### src/rtl/section_latency_profiler_assert.svh
// ----------------------------------------------------------------------------
// Section latency profiler assertion macros
// Concurrent assertion wrappers, empty when SYNTHESIS is defined.
// ----------------------------------------------------------------------------
`ifndef SECTION_LATENCY_PROFILER_ASSERT_SVH
`define SECTION_LATENCY_PROFILER_ASSERT_SVH
`ifndef SYNTHESIS
// same-cycle implication
`define SLP_ASSERT_IMP(name, clk, rst_n, ante, cons) \
	name: assert property (@(posedge clk) disable iff (!rst_n) (ante) |-> (cons)) \
	else $error("section_latency_profiler: implication failed");
// next-cycle implication
`define SLP_ASSERT_NXT(name, clk, rst_n, ante, cons) \
	name: assert property (@(posedge clk) disable iff (!rst_n) (ante) |=> (cons)) \
	else $error("section_latency_profiler: next-cycle implication failed");
`else
`define SLP_ASSERT_IMP(name, clk, rst_n, ante, cons)
`define SLP_ASSERT_NXT(name, clk, rst_n, ante, cons)
`endif
`endif

### src/rtl/slp_pkg.sv
// ----------------------------------------------------------------------------
// Section latency profiler package
// Widths, command and status codes, transfer types and a shared helper.
// ----------------------------------------------------------------------------
package slp_pkg;

	localparam int SECTIONS_DEF      = 16;
	localparam int EXTREME_SLOTS_DEF = 3;

	localparam int ID_W    = 4;
	localparam int TICK_W  = 63;
	localparam int COUNT_W = 32;

	localparam logic [TICK_W-1:0]  MASK63 = {TICK_W{1'b1}};
	localparam logic [COUNT_W-1:0] MAX32  = {COUNT_W{1'b1}};

	// command codes
	localparam logic [1:0] CMD_BEGIN  = 2'd0;
	localparam logic [1:0] CMD_END    = 2'd1;
	localparam logic [1:0] CMD_REPORT = 2'd2;
	localparam logic [1:0] CMD_CLEAR  = 2'd3;

	// status codes
	localparam logic [1:0] ST_OK          = 2'd0;
	localparam logic [1:0] ST_RUNNING     = 2'd1;
	localparam logic [1:0] ST_UNKNOWN     = 2'd2;
	localparam logic [1:0] ST_NOT_RUNNING = 2'd3;

	typedef struct packed {
		logic [1:0]        cmd;
		logic [ID_W-1:0]   section_id;
		logic [TICK_W-1:0] timestamp;
	} slp_req_t;

	typedef struct packed {
		logic [1:0]         status;
		logic [TICK_W-1:0]  duration;
		logic [COUNT_W-1:0] sample_count;
		logic [TICK_W-1:0]  total_ticks;
		logic [TICK_W-1:0]  trimmed_total;
		logic [COUNT_W-1:0] trimmed_count;
		logic [TICK_W-1:0]  shortest;
		logic [TICK_W-1:0]  longest;
	} slp_rsp_t;

	// controller to datapath commands, one per phase
	typedef struct packed {
		logic load;
		logic decide;
		logic scan;
		logic update;
		logic stat;
		logic fin1;
		logic fin2;
		logic fin3;
	} slp_ctl_t;

	// datapath to controller status
	typedef struct packed {
		logic last_slot;
	} slp_sts_t;

	// saturating add of two tick values
	function automatic logic [TICK_W-1:0] sat_add63(input logic [TICK_W-1:0] a,
			input logic [TICK_W-1:0] b);
		logic [TICK_W:0] s;
		s = {1'b0, a} + {1'b0, b};
		return s[TICK_W] ? MASK63 : s[TICK_W-1:0];
	endfunction

endpackage

### src/rtl/slp_ctrl.sv
// ----------------------------------------------------------------------------
// Section latency profiler controller
// Sequences read, worst-slot scan, update, statistics scan and trimming.
// ----------------------------------------------------------------------------
module slp_ctrl (
	input  logic              clk,
	input  logic              arst_n,
	input  logic              start,
	output logic              busy,
	output logic              done,
	output slp_pkg::slp_ctl_t ctl,
	input  slp_pkg::slp_sts_t sts
);
	import slp_pkg::*;

	`include "section_latency_profiler_assert.svh"

	localparam logic [2:0] S_IDLE   = 3'd0;
	localparam logic [2:0] S_READ   = 3'd1;
	localparam logic [2:0] S_SCAN   = 3'd2;
	localparam logic [2:0] S_UPDATE = 3'd3;
	localparam logic [2:0] S_STAT   = 3'd4;
	localparam logic [2:0] S_FIN1   = 3'd5;
	localparam logic [2:0] S_FIN2   = 3'd6;
	localparam logic [2:0] S_FIN3   = 3'd7;

	logic [2:0] state_q;
	logic [2:0] state_nx;
	logic       done_q;

	// next state
	always_comb begin
		state_nx = state_q;
		case (state_q)
			S_IDLE:   if (start) state_nx = S_READ;
			S_READ:   state_nx = S_SCAN;
			S_SCAN:   if (sts.last_slot) state_nx = S_UPDATE;
			S_UPDATE: state_nx = S_STAT;
			S_STAT:   if (sts.last_slot) state_nx = S_FIN1;
			S_FIN1:   state_nx = S_FIN2;
			S_FIN2:   state_nx = S_FIN3;
			S_FIN3:   state_nx = S_IDLE;
			default:  state_nx = S_IDLE;
		endcase
	end

	// hold state and result strobe
	always_ff @(posedge clk or negedge arst_n) begin
		if (!arst_n) begin
			state_q <= S_IDLE;
			done_q  <= 1'b0;
		end else begin
			state_q <= state_nx;
			done_q  <= (state_q == S_FIN3);
		end
	end

	// decode phase commands
	always_comb begin
		ctl.load   = (state_q == S_IDLE) && start;
		ctl.decide = (state_q == S_READ);
		ctl.scan   = (state_q == S_SCAN);
		ctl.update = (state_q == S_UPDATE);
		ctl.stat   = (state_q == S_STAT);
		ctl.fin1   = (state_q == S_FIN1);
		ctl.fin2   = (state_q == S_FIN2);
		ctl.fin3   = (state_q == S_FIN3);
	end

	assign busy = (state_q != S_IDLE);
	assign done = done_q;

	`SLP_ASSERT_NXT(a_accept_busy, clk, arst_n, start && !busy, busy && !done)
	`SLP_ASSERT_IMP(a_done_idle, clk, arst_n, done, !busy && $past(ctl.fin3))

endmodule

### config.mk
export PLATFORM = sky130hd
export DESIGN_NAME = slp_ctrl
export DESIGN_NICKNAME = d
export VERILOG_FILES = /design/src/rtl/slp_pkg.sv /design/src/rtl/slp_ctrl.sv
export VERILOG_INCLUDE_DIRS = /design/src /design/src/rtl
export SDC_FILE = /design/constraint.sdc
export NUM_CORES = 1
export LEC_CHECK = 0
export BUFFER_PORTS_ARGS = -buffer_cell sky130_fd_sc_hd__clkbuf_2
export CORE_AREA = 2 2 39 41
export DETAILED_ROUTE_END_ITERATION = 8
export DIE_AREA = 0 0 41 43
export SKIP_LAST_GASP = 1
export SLEW_MARGIN = 20
export SYNTH_ARGS = -nofsm -noshare
export SYNTH_HDL_FRONTEND = slang
export SYNTH_SLANG_ARGS = --single-unit
### constraint.sdc
create_clock -name clk -period 1.4 [get_ports clk]
set_input_delay 0.14 -clock clk [delete_from_list [all_inputs] [get_ports clk]]
set_output_delay 0.14 -clock clk [all_outputs]
set_load 0.1 [all_outputs]
Word-level counts from Yosys, hierarchy flattened
Index checks and enable logic that the tools add are counted.
{"block": "op_classes", "eq_ne": 10, "mux": 4, "n_reduce_logical": 4}
{"operator": "case mux 3 bit (8 select lines)", "n": 1}
{"operator": "equality test 3 bit (second input constant)", "n": 4}
{"operator": "2-to-1 mux 3 bit", "n": 3}
{"operator": "equality test 3 x 2 -> 1 bit (second input constant)", "n": 2}
{"operator": "inequality test 2 x 1 -> 1 bit (second input constant)", "n": 2}
{"operator": "equality test 3 x 1 -> 1 bit (second input constant)", "n": 1}
{"operator": "logical NOT 3 bit", "n": 1}
{"operator": "AND reduction 3 bit", "n": 1}
{"operator": "nonzero test 3 bit", "n": 1}
{"operator": "inequality test 2 bit (second input constant)", "n": 1}
{"operator": "logical AND 1 bit", "n": 1}
{"block": "word_totals", "regBits": 4, "input_bits": 4, "output_inout_bits": 10, "word_cells": 20}

Longest topological paths before layout
{"block": "depth", "ltp_word": 3, "ltp_mapped": 3, "depth_no_buf": 2}

Least setup slack after synthesis
OpenSTA, ideal clock, no wires.
{"block": "synth_timing", "path_kind": "register to output", "start": "reg state_q[2]", "end": "out ctl[6] in the netlist's numbering", "arrival_ps": 2717, "t_required_ps": 1260, "slack_ps": -1457, "path_stages_with_launch": 3, "n_path_buf": 1, "path_cell_list": "dfrtp_1 buf_4 nor3b_1"}
{"element": "start, declared", "line_no": "slp_ctrl.sv:27", "rtl": "logic [2:0] state_q;"}
{"element": "start signal, assigned", "line_no": "slp_ctrl.sv:53", "rtl": "state_q <= state_nx;"}
{"element": "end, declared", "line_no": "slp_ctrl.sv:11", "rtl": "output slp_pkg::slp_ctl_t ctl,"}

==> qor.csv <==
stage,metric,value,unit
finish,"Net count, final",50,
place,HPWL after DPL,448,um
timing,slew at the pin with the worst max-slew slack,538,ps
die,initial core utilization,17.8,%
finish,"commonest cells after routing, fill and taps aside","buf_12, dfrtp_1, clkbuf_2, buf_4",
finish,synthesis-to-layout area growth,138,%
clock_tree,CTS tree,done,
timing,Final Cycle Share,105,%
run,max-cap violation count,0,
clock_tree,TritonCTS Sinks,4,
drt,vias,240,
logic_synthesis,Mapped Cells,24,
die,row cnt,14,
worst_setup_path,Critical Path RT,1260,ps
worst_setup_path,worst path arrival time,1330,ps
place,input/output buffers,13,
finish,fill cell count,132,
die,Die Y,43,um
worst_setup_path,Worst R2R Start,state_q[2],
logic_synthesis,Yosys warning count,0,
logic_synthesis,Syn Nets,28,
clock_tree,total CTS buffers,3,
clock_tree,H-tree depth,1,
finish,share of post-route cells with drive strength above 1,72.7,%
logic_synthesis,Mapped Avg Cell Area,10.3,um^2
grt,gr ovfl total,0,
timing,FMAX,681,MHz
worst_setup_path,Critical Path Source Type,flop,
clock_tree,Skew-Pair Late Insertion Delay,240,ps
worst_setup_path,critical path type,flop to primary output,
timing,skew final,1.29,ps
timing,final worst slack,-68.0,ps
worst_setup_path,R2R Setup Slk,220,ps
timing,unrepaired setup endpoints after global routing,true,
place,Placed Area,526,um^2
finish,"commonest non-fill, non-tap cell in the layout",buf_12,
timing,Finish-stage setup viols,1,
drt,DRT Pass-1 Iters,2,
die,Ports,14,
grt,largest net degree at the start of global routing,10,
drt,First DRT Iteration DRCs,1,
logic_synthesis,Yosys reg bits,4,
die,Die Area,1760,um^2
timing,min cycle time layout,1470,ps
worst_setup_path,worst-path maximum fanout,2,
worst_setup_path,reg2reg path depth,4,
finish,final core occ,42.4,%
grt,initial antenna violation count,0,
clock_tree,clock buffer depth,2,
drt,Detail Route Antenna Nets,0,
drt,final WL,615,um
die,Core Area,1380,um^2
status,violated checks,negative setup slack,
drt,Vias/cell,4.00,
finish,fin area,587,um^2
worst_setup_path,nature of the critical path endpoint,primary output,
status,outcome,"complete, but fails checks",
logic_synthesis,register area share after synthesis,40.6,%
place,gpl congestion,0.722,
timing,final hold vios,0,
die,Die W,41,um
clock_tree,clock-pin slew on the worst setup and hold paths,40,ps
finish,diodes inserted,0,
clock_tree,CTS root buf,clkbuf_4,
logic_synthesis,synthesized cell area,246,um^2
grt,Global Route Usage Sum,8.90,%
worst_setup_path,reg2reg end,state_q[0],
timing,Worst slew margin,64.3,%
min_path,type of the worst min-delay path,primary input to async pin,
logic_synthesis,Unique masters post-synth,17,
timing,count of pins over their slew limit,0,
grt,first-pass GRT wire length,1010,um
drt,DR WL/cell,10.3,um
drt,DRC Markers,0,
grt,vias in the first global route,241,
worst max-delay path, stage by stage (launching register included):
cell     delay, ps
dfrtp_1        390
or3_4          410
nor2_4         110
buf_12         180
worst max-delay path by stage:
stage	from	to	slack, ps	cells after the start
final	state_q[1]	ctl[7]	-70	3
after global routing	state_q[1]	ctl[7]	-110	3
after CTS	state_q[0]	ctl[7]	-80	3
after floorplan	state_q[1]	ctl[7]	-300	3
after global placement	state_q[1]	ctl[7]	200	3
after detailed placement	state_q[1]	ctl[7]	180	3
final cells by class:
class                           instances  area [um^2]  area share [%]
Inverter                                2         10.0            1.71
Sequential cell                         4          100            17.1
Clock buffer                            3         22.5            3.84
Multi-Input combinational cell         15          171            29.2
Tap cell                               16         20.0            3.41
Timing Repair Buffer                   20          263            44.8
synth_stat cells:
library cell | count | area share (%)
dfrtp_1 | 4 | 41
nor3b_1 | 4 | 12
buf_6 | 2 | 9.1
a211oi_1 | 1 | 3.0
and3_1 | 1 | 2.5
and3_2 | 1 | 3.0
buf_4 | 1 | 3.0
inv_1 | 1 | 1.5
inv_2 | 1 | 1.5
mux2i_1 | 1 | 4.1
nand2_1 | 1 | 1.5
nor2_1 | 1 | 1.5
nor2_2 | 1 | 2.5
nor3_1 | 1 | 2.0
or3_4 | 1 | 4.6
xnor2_1 | 1 | 3.6
xor2_1 | 1 | 3.6
through the flow:
stage / worst slack [ps] / setup TNS [ps] / hold WS [ps] / instances
CTS: -78.5 / -116 / 226 / 58
detailed placement: 185 / 0 / -46.2 / 54
global placement: 198 / 0 / -47.7 / 54
global route: -109 / -215 / 265 / 60
finish: -68.0 / -68.0 / 238 / 60
floorplan: -302 / -649 / -156 / 24
flip-flops by register name, indices dropped and copies added (netlist names):
name,flops
done,1
state_q,3
layer usage:
layer  GRT usage, %  vias up  routed length [um]
li1               -      121                   -
met1           12.5      110                 281
met2           9.69        9                 289
met3           2.09        0                  44
met4           10.0        0                   0
met5              0        -                   0
cell families (layout without fill, tap and decap cells):
family          Yosys count  count (layout)  synth area share (%)
simple gates             11              11                  29.9
buf+inv                   5              25                  15.2
mux                       1               1                  4.06
xor+xnor                  2               2                  7.11
flops                     4               4                  40.6
compound gates            1               1                  3.05
repair_timing:
item,in CTS,in global routing
hold endpoints to repair,4,0
pin swaps,1,1
hold buffers,1,0
buffers inserted,0,2
endpoints found under the setup margin,3,8
gates resized for setup,1,3
Power is not shown: default switching activity piles up to over one toggle a cycle in this logic, so the estimate is an artifact.
